==> src/design/cbds_pkg.sv <==
`timescale 1ns / 1ps
// ----------------------------------------------------------------------------
// cbds_pkg
// Shared types, codes and calendar helpers for the business day stepper.
// ----------------------------------------------------------------------------
package cbds_pkg;

  localparam int CMD_W   = 3;
  localparam int YEAR_W  = 14;
  localparam int MONTH_W = 4;
  localparam int DAY_W   = 5;
  localparam int DOW_W   = 3;

  localparam logic [YEAR_W-1:0]  YEAR_MIN    = 14'd1;
  localparam logic [YEAR_W-1:0]  YEAR_MAX    = 14'd9999;
  localparam logic [MONTH_W-1:0] MONTH_FIRST = 4'd1;
  localparam logic [MONTH_W-1:0] MONTH_FEB   = 4'd2;
  localparam logic [MONTH_W-1:0] MONTH_MAR   = 4'd3;
  localparam logic [MONTH_W-1:0] MONTH_LAST  = 4'd12;
  localparam logic [DAY_W-1:0]   DAY_FIRST   = 5'd1;
  localparam logic [DAY_W-1:0]   DAY_DEC_END = 5'd31;

  // state after reset: 1970-01-01, a thursday, common year
  localparam logic [YEAR_W-1:0]  RESET_YEAR  = 14'd1970;
  localparam logic [MONTH_W-1:0] RESET_MONTH = 4'd1;
  localparam logic [DAY_W-1:0]   RESET_DAY   = 5'd1;
  localparam logic [DOW_W-1:0]   RESET_DOW   = 3'd4;
  localparam logic               RESET_LEAP  = 1'b0;

  localparam logic [DOW_W-1:0] DOW_SUN = 3'd0;
  localparam logic [DOW_W-1:0] DOW_SAT = 3'd6;

  // x / 100 == (x * 5243) >> 19 for every 14-bit x
  localparam logic [12:0] DIV100_MUL = 13'd5243;
  localparam int          DIV100_SH  = 19;
  localparam logic [13:0] CENTURY    = 14'd100;
  // s / 7 == (s * 37450) >> 18 for s below 43690
  localparam logic [15:0] DIV7_MUL   = 16'd37450;
  localparam int          DIV7_SH    = 18;
  localparam logic [13:0] WEEK       = 14'd7;

  typedef enum logic [CMD_W-1:0] {
    CMD_LOAD     = 3'd0,
    CMD_NEXT_DAY = 3'd1,
    CMD_PREV_DAY = 3'd2,
    CMD_NEXT_WD  = 3'd3,
    CMD_PREV_WD  = 3'd4
  } cmd_e;

  // controller to datapath
  typedef struct packed {
    logic capture;
    logic step;
    logic div;
    logic rem;
    logic mod7;
    logic clamp;
    logic emit;
  } cbds_cmd_t;

  // datapath to controller
  typedef struct packed {
    logic [CMD_W-1:0] cmd;
    logic             step_refuse;
    logic             weekday;
    logic             out_free;
  } cbds_sts_t;

  function automatic logic [DAY_W-1:0] days_in(input logic [MONTH_W-1:0] m, input logic leap);
    logic [DAY_W-1:0] len;
    case (m)
      4'd2:    len = leap ? 5'd29 : 5'd28;
      4'd4:    len = 5'd30;
      4'd6:    len = 5'd30;
      4'd9:    len = 5'd30;
      4'd11:   len = 5'd30;
      default: len = 5'd31;
    endcase
    return len;
  endfunction

  function automatic logic [2:0] month_code(input logic [MONTH_W-1:0] m);
    logic [2:0] code;
    case (m)
      4'd1:    code = 3'd0;
      4'd2:    code = 3'd3;
      4'd3:    code = 3'd2;
      4'd4:    code = 3'd5;
      4'd5:    code = 3'd0;
      4'd6:    code = 3'd3;
      4'd7:    code = 3'd5;
      4'd8:    code = 3'd1;
      4'd9:    code = 3'd4;
      4'd10:   code = 3'd6;
      4'd11:   code = 3'd2;
      4'd12:   code = 3'd4;
      default: code = 3'd0;
    endcase
    return code;
  endfunction

endpackage

==> src/design/cbds_if.sv <==
`timescale 1ns / 1ps
// ----------------------------------------------------------------------------
// cbds_in_if / cbds_out_if
// Valid/ready channels for commands and dated results.
// ----------------------------------------------------------------------------
interface cbds_in_if;
  import cbds_pkg::*;
  logic                valid;
  logic                ready;
  logic [CMD_W-1:0]    command;
  logic [YEAR_W-1:0]   load_year;
  logic [MONTH_W-1:0]  load_month;
  logic [DAY_W-1:0]    load_day;

  modport source (output valid, command, load_year, load_month, load_day, input ready);
  modport sink   (input valid, command, load_year, load_month, load_day, output ready);
endinterface

interface cbds_out_if;
  import cbds_pkg::*;
  logic                valid;
  logic                ready;
  logic [YEAR_W-1:0]   year_out;
  logic [MONTH_W-1:0]  month_out;
  logic [DAY_W-1:0]    day_out;
  logic [DOW_W-1:0]    day_of_week;
  logic                weekday_flag;
  logic                leap_flag;
  logic                at_limit;

  modport source (output valid, year_out, month_out, day_out, day_of_week, weekday_flag,
                  leap_flag, at_limit, input ready);
  modport sink   (input valid, year_out, month_out, day_out, day_of_week, weekday_flag,
                  leap_flag, at_limit, output ready);
endinterface

==> src/design/cbds_datapath.sv <==
`timescale 1ns / 1ps
// ----------------------------------------------------------------------------
// cbds_datapath
// Date registers, day stepping, leap and day-of-week analysis, result register.
// ----------------------------------------------------------------------------
module cbds_datapath (
  input  logic                          clk_i,
  input  logic                          rst_ni,
  input  cbds_pkg::cbds_cmd_t           cmd_i,
  output cbds_pkg::cbds_sts_t           sts_o,
  input  logic [cbds_pkg::CMD_W-1:0]    in_command_i,
  input  logic [cbds_pkg::YEAR_W-1:0]   in_load_year_i,
  input  logic [cbds_pkg::MONTH_W-1:0]  in_load_month_i,
  input  logic [cbds_pkg::DAY_W-1:0]    in_load_day_i,
  cbds_out_if.source                    out_o
);
  import cbds_pkg::*;

  // committed date
  logic [YEAR_W-1:0]  cur_year_q;
  logic [MONTH_W-1:0] cur_month_q;
  logic [DAY_W-1:0]   cur_day_q;
  logic [DOW_W-1:0]   cur_dow_q;
  logic               cur_leap_q;

  // working date
  logic [CMD_W-1:0]   cmd_q;
  logic [YEAR_W-1:0]  w_year_q,  w_year_d;
  logic [MONTH_W-1:0] w_month_q, w_month_d;
  logic [DAY_W-1:0]   w_day_q,   w_day_d;
  logic [DOW_W-1:0]   w_dow_q;
  logic               w_leap_q;
  logic               refused_q;

  logic [6:0]         q_y_q;
  logic [YEAR_W-1:0]  sum_q;

  logic               out_valid_q;
  logic [YEAR_W-1:0]  out_year_q;
  logic [MONTH_W-1:0] out_month_q;
  logic [DAY_W-1:0]   out_day_q;
  logic [DOW_W-1:0]   out_dow_q;
  logic               out_leap_q;
  logic               out_limit_q;

  // load saturation
  logic [YEAR_W-1:0]  ld_year;
  logic [MONTH_W-1:0] ld_month;
  logic [DAY_W-1:0]   ld_day;

  always_comb begin
    ld_year = in_load_year_i;
    if (ld_year < YEAR_MIN) ld_year = YEAR_MIN;
    if (ld_year > YEAR_MAX) ld_year = YEAR_MAX;
    ld_month = in_load_month_i;
    if (ld_month < MONTH_FIRST) ld_month = MONTH_FIRST;
    if (ld_month > MONTH_LAST) ld_month = MONTH_LAST;
    ld_day = in_load_day_i;
    if (ld_day < DAY_FIRST) ld_day = DAY_FIRST;
  end

  // day step
  logic             fwd;
  logic [DAY_W-1:0] dim_cur, dim_prev;
  logic             refuse;

  assign fwd      = (cmd_q == CMD_NEXT_DAY) || (cmd_q == CMD_NEXT_WD);
  assign dim_cur  = days_in(w_month_q, w_leap_q);
  assign dim_prev = days_in(w_month_q - 4'd1, w_leap_q);

  always_comb begin
    w_year_d  = w_year_q;
    w_month_d = w_month_q;
    w_day_d   = w_day_q;
    refuse    = 1'b0;
    if (fwd) begin
      if (w_day_q < dim_cur) begin
        w_day_d = w_day_q + 5'd1;
      end else if (w_month_q < MONTH_LAST) begin
        w_month_d = w_month_q + 4'd1;
        w_day_d   = DAY_FIRST;
      end else if (w_year_q < YEAR_MAX) begin
        w_year_d  = w_year_q + 14'd1;
        w_month_d = MONTH_FIRST;
        w_day_d   = DAY_FIRST;
      end else begin
        refuse = 1'b1;
      end
    end else begin
      if (w_day_q > DAY_FIRST) begin
        w_day_d = w_day_q - 5'd1;
      end else if (w_month_q > MONTH_FIRST) begin
        w_month_d = w_month_q - 4'd1;
        w_day_d   = dim_prev;
      end else if (w_year_q > YEAR_MIN) begin
        w_year_d  = w_year_q - 14'd1;
        w_month_d = MONTH_LAST;
        w_day_d   = DAY_DEC_END;
      end else begin
        refuse = 1'b1;
      end
    end
  end

  // analysis: year / 100
  logic [26:0] prod_y;
  assign prod_y = 27'(w_year_q) * 27'(DIV100_MUL);

  // analysis: leap test and weekday sum
  logic [YEAR_W-1:0] hundred;
  logic              r_zero;
  logic              dec;
  logic [YEAR_W-1:0] yy;
  logic [6:0]        q_yy;
  logic [14:0]       sum;
  logic              leap;

  assign hundred = 14'(q_y_q) * CENTURY;
  assign r_zero  = (w_year_q == hundred);
  assign dec     = (w_month_q < MONTH_MAR) && (w_year_q != '0);
  assign yy      = w_year_q - {13'd0, dec};
  assign q_yy    = q_y_q - {6'd0, dec & r_zero};
  assign leap    = (w_year_q[1:0] == 2'b00) && (!r_zero || (q_y_q[1:0] == 2'b00));
  assign sum     = 15'(yy) + 15'(yy >> 2) - 15'(q_yy) + 15'(q_yy >> 2)
                 + 15'(month_code(w_month_q)) + 15'(w_day_q);

  // analysis: mod 7
  logic [29:0]       prod7;
  logic [11:0]       q7;
  logic [YEAR_W-1:0] rem7;
  assign prod7 = 30'(sum_q) * 30'(DIV7_MUL);
  assign q7    = prod7[DIV7_SH+11:DIV7_SH];
  assign rem7  = sum_q - 14'(q7) * WEEK;

  always_ff @(posedge clk_i) begin
    if (cmd_i.capture) begin
      cmd_q     <= in_command_i;
      refused_q <= 1'b0;
      if (in_command_i == CMD_LOAD) begin
        w_year_q  <= ld_year;
        w_month_q <= ld_month;
        w_day_q   <= ld_day;
      end else begin
        w_year_q  <= cur_year_q;
        w_month_q <= cur_month_q;
        w_day_q   <= cur_day_q;
        w_dow_q   <= cur_dow_q;
        w_leap_q  <= cur_leap_q;
      end
    end
    if (cmd_i.step) begin
      if (refuse) begin
        refused_q <= 1'b1;
      end else begin
        w_year_q  <= w_year_d;
        w_month_q <= w_month_d;
        w_day_q   <= w_day_d;
      end
    end
    if (cmd_i.clamp && (w_day_q > dim_cur)) begin
      w_day_q <= dim_cur;
    end
    if (cmd_i.div) begin
      q_y_q <= prod_y[DIV100_SH+6:DIV100_SH];
    end
    if (cmd_i.rem) begin
      sum_q    <= sum[YEAR_W-1:0];
      w_leap_q <= leap;
    end
    if (cmd_i.mod7) begin
      w_dow_q <= rem7[DOW_W-1:0];
    end
    if (cmd_i.emit) begin
      out_limit_q <= refused_q;
      if (refused_q) begin
        out_year_q  <= cur_year_q;
        out_month_q <= cur_month_q;
        out_day_q   <= cur_day_q;
        out_dow_q   <= cur_dow_q;
        out_leap_q  <= cur_leap_q;
      end else begin
        out_year_q  <= w_year_q;
        out_month_q <= w_month_q;
        out_day_q   <= w_day_q;
        out_dow_q   <= w_dow_q;
        out_leap_q  <= w_leap_q;
      end
    end
  end

  always_ff @(posedge clk_i or negedge rst_ni) begin
    if (!rst_ni) begin
      cur_year_q  <= RESET_YEAR;
      cur_month_q <= RESET_MONTH;
      cur_day_q   <= RESET_DAY;
      cur_dow_q   <= RESET_DOW;
      cur_leap_q  <= RESET_LEAP;
      out_valid_q <= 1'b0;
    end else begin
      if (cmd_i.emit && !refused_q) begin
        cur_year_q  <= w_year_q;
        cur_month_q <= w_month_q;
        cur_day_q   <= w_day_q;
        cur_dow_q   <= w_dow_q;
        cur_leap_q  <= w_leap_q;
      end
      if (cmd_i.emit) begin
        out_valid_q <= 1'b1;
      end else if (out_o.ready) begin
        out_valid_q <= 1'b0;
      end
    end
  end

  assign sts_o.cmd         = cmd_q;
  assign sts_o.step_refuse = refuse;
  assign sts_o.weekday     = (w_dow_q != DOW_SUN) && (w_dow_q != DOW_SAT);
  assign sts_o.out_free    = !out_valid_q || out_o.ready;

  assign out_o.valid        = out_valid_q;
  assign out_o.year_out     = out_year_q;
  assign out_o.month_out    = out_month_q;
  assign out_o.day_out      = out_day_q;
  assign out_o.day_of_week  = out_dow_q;
  assign out_o.weekday_flag = (out_dow_q != DOW_SUN) && (out_dow_q != DOW_SAT);
  assign out_o.leap_flag    = out_leap_q;
  assign out_o.at_limit     = out_limit_q;

  // committed date is always a real calendar date
  a_cur_date_valid: assert property (@(posedge clk_i) disable iff (!rst_ni)
    (cur_month_q >= MONTH_FIRST) && (cur_month_q <= MONTH_LAST) &&
    (cur_day_q >= DAY_FIRST) && (cur_day_q <= days_in(cur_month_q, cur_leap_q)))
    else $error("committed date out of range");

  a_cur_year_range: assert property (@(posedge clk_i) disable iff (!rst_ni)
    (cur_year_q >= YEAR_MIN) && (cur_year_q <= YEAR_MAX))
    else $error("committed year out of range");

  // a refused command keeps the committed date
  a_refused_holds: assert property (@(posedge clk_i) disable iff (!rst_ni)
    (cmd_i.emit && refused_q) |=>
      ($stable(cur_year_q) && $stable(cur_month_q) && $stable(cur_day_q) && out_o.at_limit))
    else $error("refused step changed the date");

  // result is only written into a free output slot
  a_emit_free: assert property (@(posedge clk_i) disable iff (!rst_ni)
    cmd_i.emit |-> (!out_valid_q || out_o.ready))
    else $error("result overwritten before it was taken");

endmodule

==> src/design/cbds_ctrl.sv <==
`timescale 1ns / 1ps
// ----------------------------------------------------------------------------
// cbds_ctrl
// Sequencer for load, day steps, weekday repeats and the analysis passes.
// ----------------------------------------------------------------------------
module cbds_ctrl (
  input  logic                        clk_i,
  input  logic                        rst_ni,
  input  logic                        in_valid_i,
  input  logic [cbds_pkg::CMD_W-1:0]  in_command_i,
  output logic                        in_ready_o,
  output cbds_pkg::cbds_cmd_t         cmd_o,
  input  cbds_pkg::cbds_sts_t         sts_i
);
  import cbds_pkg::*;

  typedef enum logic [7:0] {
    ST_IDLE  = 8'b0000_0001,
    ST_STEP  = 8'b0000_0010,
    ST_DIV   = 8'b0000_0100,
    ST_REM   = 8'b0000_1000,
    ST_MOD7  = 8'b0001_0000,
    ST_CHECK = 8'b0010_0000,
    ST_CLAMP = 8'b0100_0000,
    ST_EMIT  = 8'b1000_0000
  } state_e;

  state_e     state_q, state_d;
  logic [2:0] cnt_q, cnt_d;
  logic       clamped_q, clamped_d;
  logic       wd_cmd;

  assign wd_cmd = (sts_i.cmd == CMD_NEXT_WD) || (sts_i.cmd == CMD_PREV_WD);

  always_comb begin
    state_d    = state_q;
    cnt_d      = cnt_q;
    clamped_d  = clamped_q;
    cmd_o      = '0;
    in_ready_o = 1'b0;
    case (state_q)
      ST_IDLE: begin
        in_ready_o = 1'b1;
        if (in_valid_i) begin
          cmd_o.capture = 1'b1;
          cnt_d         = '0;
          clamped_d     = 1'b0;
          if (in_command_i == CMD_LOAD) begin
            state_d = ST_DIV;
          end else if ((in_command_i == CMD_NEXT_DAY) || (in_command_i == CMD_PREV_DAY) ||
                       (in_command_i == CMD_NEXT_WD) || (in_command_i == CMD_PREV_WD)) begin
            state_d = ST_STEP;
          end else begin
            state_d = ST_EMIT;
          end
        end
      end
      ST_STEP: begin
        cmd_o.step = 1'b1;
        cnt_d      = cnt_q + 3'd1;
        state_d    = sts_i.step_refuse ? ST_EMIT : ST_DIV;
      end
      ST_DIV: begin
        cmd_o.div = 1'b1;
        state_d   = ST_REM;
      end
      ST_REM: begin
        cmd_o.rem = 1'b1;
        state_d   = ST_MOD7;
      end
      ST_MOD7: begin
        cmd_o.mod7 = 1'b1;
        state_d    = ST_CHECK;
      end
      ST_CHECK: begin
        if (sts_i.cmd == CMD_LOAD) begin
          state_d = clamped_q ? ST_EMIT : ST_CLAMP;
        end else if (wd_cmd && !sts_i.weekday && (cnt_q != 3'd7)) begin
          state_d = ST_STEP;
        end else begin
          state_d = ST_EMIT;
        end
      end
      ST_CLAMP: begin
        // day limit needs the leap flag of the loaded year
        cmd_o.clamp = 1'b1;
        clamped_d   = 1'b1;
        state_d     = ST_DIV;
      end
      ST_EMIT: begin
        if (sts_i.out_free) begin
          cmd_o.emit = 1'b1;
          state_d    = ST_IDLE;
        end
      end
      default: begin
        state_d = ST_IDLE;
      end
    endcase
  end

  always_ff @(posedge clk_i or negedge rst_ni) begin
    if (!rst_ni) begin
      state_q   <= ST_IDLE;
      cnt_q     <= '0;
      clamped_q <= 1'b0;
    end else begin
      state_q   <= state_d;
      cnt_q     <= cnt_d;
      clamped_q <= clamped_d;
    end
  end

  a_step_cmd: assert property (@(posedge clk_i) disable iff (!rst_ni)
    (state_q == ST_STEP) |->
      ((sts_i.cmd == CMD_NEXT_DAY) || (sts_i.cmd == CMD_PREV_DAY) ||
       (sts_i.cmd == CMD_NEXT_WD) || (sts_i.cmd == CMD_PREV_WD)))
    else $error("day step issued for a non-step command");

  a_emit_wait: assert property (@(posedge clk_i) disable iff (!rst_ni)
    ((state_q == ST_EMIT) && !sts_i.out_free) |=> (state_q == ST_EMIT))
    else $error("result dropped while output busy");

  a_plain_step_once: assert property (@(posedge clk_i) disable iff (!rst_ni)
    ((state_q == ST_STEP) && !wd_cmd) |-> (cnt_q == 3'd0))
    else $error("plain day command stepped twice");

endmodule

==> src/design/calendar_business_day_stepper.sv <==
`timescale 1ns / 1ps
// ----------------------------------------------------------------------------
// calendar_business_day_stepper
// Gregorian date register with load, day step and weekday step commands.
// ----------------------------------------------------------------------------
// latency depends on the command: a load analyses, clamps, analyses again;
//   a day step analyses once, a weekday step repeats, a refusal skips analysis
// throughput: one transaction at a time; each accepted day step runs the shared
//   analysis sequence (year / 100 by reciprocal multiply, leap test and sum, mod 7)
// a finished result waits in the output register while the next command is taken
// reset (async, active low): date 1970-01-01, thursday, common year, output empty
// ----------------------------------------------------------------------------
module calendar_business_day_stepper (
  input  logic       clk_i,
  input  logic       rst_ni,
  cbds_in_if.sink    in_i,
  cbds_out_if.source out_o
);
  import cbds_pkg::*;

  cbds_cmd_t dp_cmd;
  cbds_sts_t dp_sts;
  logic      in_ready;

  // controller: sequences capture, stepping, analysis passes and result write
  cbds_ctrl u_ctrl (
    .clk_i        (clk_i),
    .rst_ni       (rst_ni),
    .in_valid_i   (in_i.valid),
    .in_command_i (in_i.command),
    .in_ready_o   (in_ready),
    .cmd_o        (dp_cmd),
    .sts_i        (dp_sts)
  );

  assign in_i.ready = in_ready;

  // datapath: committed and working dates, step logic, analysis, output register
  cbds_datapath u_datapath (
    .clk_i           (clk_i),
    .rst_ni          (rst_ni),
    .cmd_i           (dp_cmd),
    .sts_o           (dp_sts),
    .in_command_i    (in_i.command),
    .in_load_year_i  (in_i.load_year),
    .in_load_month_i (in_i.load_month),
    .in_load_day_i   (in_i.load_day),
    .out_o           (out_o)
  );

endmodule
==> src/flat_wrapper.sv <==
// flat-port wrapper written by rule: the top's interface ports become plain ports
module calendar_business_day_stepper_flat import cbds_pkg::*;
  (clk_i, rst_ni, in_i_valid, in_i_command, in_i_load_year, in_i_load_month, in_i_load_day, in_i_ready, out_o_valid, out_o_year_out, out_o_month_out, out_o_day_out, out_o_day_of_week, out_o_weekday_flag, out_o_leap_flag, out_o_at_limit, out_o_ready);
  cbds_in_if in_i_i ();
  cbds_out_if out_o_i ();
  input  logic clk_i;
  input  logic rst_ni;
  input wire logic [$bits(in_i_i.valid)-1:0] in_i_valid;
  input wire logic [$bits(in_i_i.command)-1:0] in_i_command;
  input wire logic [$bits(in_i_i.load_year)-1:0] in_i_load_year;
  input wire logic [$bits(in_i_i.load_month)-1:0] in_i_load_month;
  input wire logic [$bits(in_i_i.load_day)-1:0] in_i_load_day;
  output wire logic [$bits(in_i_i.ready)-1:0] in_i_ready;
  output wire logic [$bits(out_o_i.valid)-1:0] out_o_valid;
  output wire logic [$bits(out_o_i.year_out)-1:0] out_o_year_out;
  output wire logic [$bits(out_o_i.month_out)-1:0] out_o_month_out;
  output wire logic [$bits(out_o_i.day_out)-1:0] out_o_day_out;
  output wire logic [$bits(out_o_i.day_of_week)-1:0] out_o_day_of_week;
  output wire logic [$bits(out_o_i.weekday_flag)-1:0] out_o_weekday_flag;
  output wire logic [$bits(out_o_i.leap_flag)-1:0] out_o_leap_flag;
  output wire logic [$bits(out_o_i.at_limit)-1:0] out_o_at_limit;
  input wire logic [$bits(out_o_i.ready)-1:0] out_o_ready;
  assign in_i_i.valid = in_i_valid;
  assign in_i_i.command = in_i_command;
  assign in_i_i.load_year = in_i_load_year;
  assign in_i_i.load_month = in_i_load_month;
  assign in_i_i.load_day = in_i_load_day;
  assign in_i_ready = in_i_i.ready;
  assign out_o_valid = out_o_i.valid;
  assign out_o_year_out = out_o_i.year_out;
  assign out_o_month_out = out_o_i.month_out;
  assign out_o_day_out = out_o_i.day_out;
  assign out_o_day_of_week = out_o_i.day_of_week;
  assign out_o_weekday_flag = out_o_i.weekday_flag;
  assign out_o_leap_flag = out_o_i.leap_flag;
  assign out_o_at_limit = out_o_i.at_limit;
  assign out_o_i.ready = out_o_ready;
  calendar_business_day_stepper u_core (.clk_i(clk_i), .rst_ni(rst_ni), .in_i(in_i_i), .out_o(out_o_i));
endmodule
==> config.mk <==
export PLATFORM = sky130hd
export DESIGN_NAME = calendar_business_day_stepper_flat
export DESIGN_NICKNAME = d
export VERILOG_FILES = /design/src/design/cbds_pkg.sv /design/src/design/cbds_if.sv /design/src/design/cbds_datapath.sv /design/src/design/cbds_ctrl.sv /design/src/design/calendar_business_day_stepper.sv /design/src/flat_wrapper.sv
export SDC_FILE = /design/constraint.sdc
export NUM_CORES = 1
export LEC_CHECK = 0
export BUFFER_PORTS_ARGS = -buffer_cell sky130_fd_sc_hd__buf_2
export CAP_MARGIN = 20
export CORE_MARGIN = 1.5
export CORE_UTILIZATION = 45
export CTS_CLUSTER_DIAMETER = 80
export CTS_CLUSTER_SIZE = 12
export DETAILED_ROUTE_END_ITERATION = 6
export PLACE_DENSITY_LB_ADDON = 0.25
export REMOVE_ABC_BUFFERS = 1
export SETUP_SLACK_MARGIN = 0.5
export SLEW_MARGIN = 20
export SYNTH_ARGS = -nofsm -noshare
export SYNTH_HDL_FRONTEND = slang
export SYNTH_SLANG_ARGS = --single-unit
==> constraint.sdc <==
create_clock -name clk_i -period 9.7 [get_ports clk_i]
set_input_delay 0.485 -clock clk_i [delete_from_list [all_inputs] [get_ports clk_i]]
set_output_delay 0.485 -clock clk_i [all_outputs]
set_load 0.02 [all_outputs]
# [Word-level counts from Yosys, hierarchy flattened]
# Memory sizes are Yosys's and may differ from the RTL's. A register that Yosys moved wholly into a read port is not among the register bits.
# Cells that the tools add are included.
[totals] word_cells=231 out_inout_bits=31 n_memories=1 mem_bits_ro=48 input_bits=30 ram_bits=0 regBits=120 latchBits=0
[classes] n_bitwise=1 addsub=15 div=0 n_mul=4 muxes=89 shift=0 n_eq_ne=43 magnitude_cmp=13 n_reduce_logical=41
[memory_table] memory="(name not given)" words=16 width=3 rd=1 rd_clocked_by_memory_dff=1 wr=0 line_no="cbds_pkg.sv:84" rtl="case (m)"
[ops] cell="two-way mux 14 bit" n=14
[ops] cell="two-way mux 5 bit" n=14
[ops] cell="two-way mux 8 bit" n=8
[ops] cell="case mux 8 bit (8 select lines)" n=1
[ops] cell="two-way mux 4 bit" n=15
[ops] cell="multiplier 14 x 15 -> 29 bit (second input constant)" n=1
[ops] cell="adder 14 x 5 -> 14 bit" n=2
[ops] cell="two-way mux 1 bit" n=28
[ops] cell="multiplier 14 x 13 -> 26 bit (second input constant)" n=1
[ops] cell="inequality test 4 bit (second input constant)" n=6
[ops] cell="equality test 4 x 3 -> 1 bit (second input constant)" n=4
[ops] cell="equality test 4 bit (second input constant)" n=4
[ops] cell="two-way mux 3 bit" n=5
[ops] cell="adder 14 x 1 -> 14 bit (second input constant)" n=1
[ops] cell="adder 14 x 12 -> 14 bit" n=1
[ops] cell="adder 14 x 3 -> 14 bit" n=1
[ops] cell="equality test 14 bit" n=1
[ops] cell="greater-than comparator 14 x 1 -> 1 bit (second input constant)" n=1
[ops] cell="greater-than comparator 14 bit (second input constant)" n=1
[ops] cell="less-than comparator 14 x 1 -> 1 bit (second input constant)" n=1
[ops] cell="less-than comparator 14 bit (second input constant)" n=1
[ops] cell="inequality test 7 bit (second input constant)" n=2
[ops] cell="nonzero test 14 bit" n=1
[ops] cell="subtractor 14 x 1 -> 14 bit" n=1
[ops] cell="51 further kinds" n=91

# [Logic depth before layout (Yosys ltp)]
[depth] word_depth=10 mapped_depth=33 ltp_nobuf=33

# [Hierarchy]
# Synthesis repeated with hierarchy kept, for this count alone.
[unflattened] cells_unflattened=1484 hier_area_um2=14521.4
[modules_own_cells] module="cbds_datapath" instances=1 seq_area_each_um2=3165.5 cells_each=1389 area_per_inst_um2=13680.6
[modules_own_cells] module="cbds_ctrl" instances=1 seq_area_each_um2=301.5 cells_each=95 area_per_inst_um2=840.8

# [Worst setup path after synthesis]
# Ideal clock, no wire load.
[synth_path] path_kind="register to register" from="register u_core.u_datapath.q_y_q[2]" to="register u_core.u_datapath.sum_q[12] (data pin)" path_stages_with_launch=33 setup_time_ns=0.258 slack_ns=1.959 path_buffers=0 period_less_slack_ns=7.741 arrival_time_ns=7.484 required_time_ns=9.442 cell_sequence="edfxtp_1 inv_1 ha_1 ha_1 fa_1 ha_1 nor2b_1 o21ai_0 a21boi_0 o21a_1 or3_1 a2111o_1 nor4b_1 ha_1 ha_1 nand2_1 xnor2_1 fa_1 inv_1 fa_1 inv_1 fa_1 inv_1 ha_1 fa_1 a21o_1 a21oi_1 o21bai_1 a21oi_1 o21ai_0 a21o_1 a21oi_1 xnor2_1"
[synth_via] elab_chain_cells=8
[synth_rtl] element="start, declared" line_no="cbds_datapath.sv:35" rtl="logic [6:0] q_y_q;"
[synth_rtl] element="start signal, assigned" line_no="cbds_datapath.sv:164" rtl="q_y_q <= prod_y[DIV100_SH+6:DIV100_SH];"
[synth_rtl] element="multiplier 7 x 5 -> 12 bit" line_no="cbds_datapath.sv:118" rtl="assign hundred = 14'(q_y_q) * CENTURY;"
[synth_rtl] element="equality test 14 bit" line_no="cbds_datapath.sv:119" rtl="assign r_zero = (w_year_q == hundred);"
[synth_rtl] element="bitwise AND 1 bit" line_no="cbds_datapath.sv:122" rtl="assign q_yy = q_y_q - {6'd0, dec & r_zero};"
[synth_rtl] element="subtractor 7 x 1 -> 7 bit (*)" line_no="cbds_datapath.sv:122"
[synth_rtl] element="subtractor 14 x 7 -> 14 bit" line_no="cbds_datapath.sv:124" rtl="assign sum = 15'(yy) + 15'(yy >> 2) - 15'(q_yy) + 15'(q_yy >> 2)"
[synth_rtl] element="adder 14 x 5 -> 14 bit (*)" line_no="cbds_datapath.sv:124"
[synth_rtl] element="adder 14 x 3 -> 14 bit (*)" line_no="cbds_datapath.sv:125" rtl="+ 15'(month_code(w_month_q)) + 15'(w_day_q);"
[synth_rtl] element="adder 14 x 5 -> 14 bit (*)" line_no="cbds_datapath.sv:125"
[synth_rtl] element="net u_core.u_datapath.sum[12]" line_no="cbds_datapath.sv:115" rtl="logic [14:0] sum;"
[synth_rtl] element="end signal, assigned" line_no="cbds_datapath.sv:167" rtl="sum_q <= sum[YEAR_W-1:0];"
[synth_rtl] element="end, declared" line_no="cbds_datapath.sv:36" rtl="logic [YEAR_W-1:0] sum_q;"
# Mark *: on every way through the listed nets, which the timed path passes. The rest lies on a longest branch.
# A chain may end at the register's enable or synchronous reset.

# [Worst setup path after layout]
# Ends and elaborated chain as after synthesis.

==> results.txt <==
status -> finished clean
Synth Area per Inst -> 9.97 um2
critical path class -> reg2reg
ANT nets after route -> 0
Filler cells -> 2,910
Seq/Total Area, Yosys -> 24.2%
Tmin final -> 8.28 ns
Max Fclk -> 0.121 GHz
worst-path fanout max -> 5
total wire length -> 33,500 um
antenna violations before repair -> 0
CTS resizes -> 0
Die Wd -> 182 um
fraction of final layout cells with drive strength greater than 1 -> 11.0%
Largest stage delay, worst path -> 0.53 ns
Startpoint Class -> flip-flop
first-pass GRT wire length -> 55,800 um
crit-path leading delay family -> adder cells
Worst Skew -> 0.00889 ns
GP Congestion -> 0.875
cts hold-fix bufs -> 0
initial drt markers -> 510
FF+latch count, synth -> 123
Tot GR Track Use -> 21.6%
Setup Viol. Count Final -> 0
Die Y -> 182 um
mapped cell area -> 0.0143 mm2
Util after Layout -> 49.8%
CP Data Arrival Time -> 8.46 ns
CORE AREA -> 0.0315 mm2
Most used DFF post-synth -> edfxtp_1
CTS tree -> done
EDFF count, synth -> 79
Starting Density -> 45.6%
root buf cell -> clkbuf_16
Post-synth ARST share -> 32.5%
Synth warnings -> 0
boundary pin count -> 61
number of buffers and inverters on the critical path -> 4
antenna cell count -> 0
Hold/Removal Path Class -> in2async
DR vias -> 10,400
vias in the first global route -> 10,700
Tcrit/Tclk final -> 85.3%
Mapped Cells -> 1,439
Site Rows -> 65
setup TNS -> 0 ns
DR pass1 iterations -> 5
required time worst endpoint -> 9.89 ns
Clock Path Buffers -> 2
area delta synth->final -> 9.41%
Max Cap Viol -> 0
CTS Sinks -> 123
DRC Markers -> 0
routed vias/inst -> 5.45
Yosys cell types -> 74
Slew Viols, Final -> 0
Most Frequent Cell on Critical Path -> ha_1
largest net degree at the start of global routing -> 52
Slew HR -> 30.8%
Net count, final -> 1,915
Fin. Hold Viols -> 0
Slowest-stage cell, CP -> fa_1
Post-CTS Setup Bufs -> 0
grt ovf -> 0
Worst-Margin Slew -> 1.04 ns
PortBufs -> 60
drt wl/cell -> 17.5 um
number of buffers created by CTS -> 17
Reg clk slew, reported paths -> 0.06 ns
Worst-Skew Late Latency -> 0.43 ns
RSZ-0062 raised after global routing -> false
Setup crit end kind -> flip-flop
DP HPWL -> 26,400 um
Die ar. -> 0.0329 mm2
H-Tree Depth -> 4
[cell families (layout without fill, tap and decap cells)]
group / after synthesis / count (layout) / share of synthesized area [%]
xor gates and xnor gates: 85 / 85 / 5.19
DFF: 123 / 123 / 24.2
other: 1 / 5 / 0.0262
and+or+nand+nor: 282 / 282 / 9.60
AOI/OAI and AO/OA: 232 / 232 / 10.3
adders and majority gates: 386 / 386 / 39.6
muxes: 42 / 42 / 3.33
buffers and inverters: 288 / 357 / 7.83
[placed cells by master, fill, tap and decap left out, types with 18 or more instances in the layout]
| cell | instances |
|---|---|
| nand3_1 | 42 |
| mux2_2 | 36 |
| nor3_1 | 18 |
| nor2_1 | 56 |
| ha_1 | 273 |
| dfrtp_1 | 29 |
| edfxtp_1 | 79 |
| xor2_1 | 18 |
| buf_2 | 59 |
| nand2_1 | 92 |
| a21oi_1 | 54 |
| o21ai_0 | 72 |
| fa_1 | 113 |
| inv_1 | 254 |
| xnor2_1 | 67 |
[cell type report]
| cell class | count | area [um2] | area share [%] |
|---|---|---|---|
| inverter | 255 | 957 | 6.10 |
| clock inverter | 14 | 174 | 1.11 |
| multi-input combinational | 1032 | 9780 | 62.3 |
| tap | 402 | 503 | 3.21 |
| clock buffer | 18 | 429 | 2.74 |
| timing repair buffer | 70 | 378 | 2.41 |
| sequential | 123 | 3470 | 22.1 |
[metrics by stage]
| step | instance area, um2 | hold slack (ns) | cells | setup WS, ns |
|---|---|---|---|---|
| 6_report | 15700 | 0.0575 | 1914 | 1.42 |
| 3_5_place_dp | 15100 | 0.471 | 1882 | 1.36 |
| 3_3_place_gp | 15100 | 0.447 | 1882 | 1.56 |
| 5_1_grt | 15700 | 0.0977 | 1914 | 0.860 |
| 4_1_cts | 15700 | 0.271 | 1914 | 1.36 |
| 2_1_floorplan | 14200 | 0.189 | 1410 | 1.96 |
[per-layer routing]
layer | global-route usage (%) | vias to the layer above | routed length [um]
li1 | - | 5023 | -
met2 | 36.7 | 228 | 16200
met3 | 3.09 | 44 | 1420
met1 | 28.7 | 5138 | 15300
met4 | 6.07 | 0 | 583
met5 | 0 | - | 0
[worst paths after layout]
| kind | start | to | slack [ns] | cells after the start |
|---|---|---|---|---|
| max | u_core.u_datapath.q_y_q[2] | u_core.u_datapath.sum_q[12] | 1.42 | 32 |
| min | rst_ni | u_core.u_datapath.cur_day_q[4] | 0.06 | 1 |
| max reg2reg | u_core.u_datapath.q_y_q[2] | u_core.u_datapath.sum_q[12] | 1.42 | 32 |
| min reg2reg | u_core.u_ctrl.clamped_q | u_core.u_ctrl.state_q[6] | 0.48 | 1 |
| max in group asynchronous | rst_ni | u_core.u_datapath.cur_year_q[3] | 9.21 | 1 |
| min in group clk_i | in_i_command[1] | u_core.u_datapath.cmd_q[1] | 0.28 | 1 |
[registers in the layout (all words and copies together) (netlist names), 5 cells and up, named ones only]
| name | cells |
|---|---|
| u_core.u_datapath.out_o.year_out | 14 |
| u_core.u_datapath.w_year_q | 14 |
| u_core.u_datapath.sum_q | 14 |
| u_core.u_datapath.q_y_q | 7 |
| u_core.u_datapath.cur_year_q | 14 |
| u_core.u_datapath.w_day_q | 5 |
| u_core.u_ctrl.state_q | 8 |
| u_core.u_datapath.cur_day_q | 5 |
| u_core.u_datapath.out_o.day_out | 5 |
[synthesized netlist by cell type (29+ instances only)]
cell type | instances | area, um2
dfrtp_1 | 29 | 726
mux2_2 | 36 | 405
nand3_1 | 42 | 210
xnor2_1 | 67 | 587
fa_1 | 113 | 2260
ha_1 | 273 | 3420
nor2_1 | 57 | 214
inv_1 | 254 | 953
edfxtp_1 | 79 | 2370
a21oi_1 | 54 | 270
o21ai_0 | 72 | 360
nand2_1 | 92 | 345
Power is left out: the tool's default activity adds up to more than one toggle a clock period on the data nets, which glitch-free logic cannot reach.
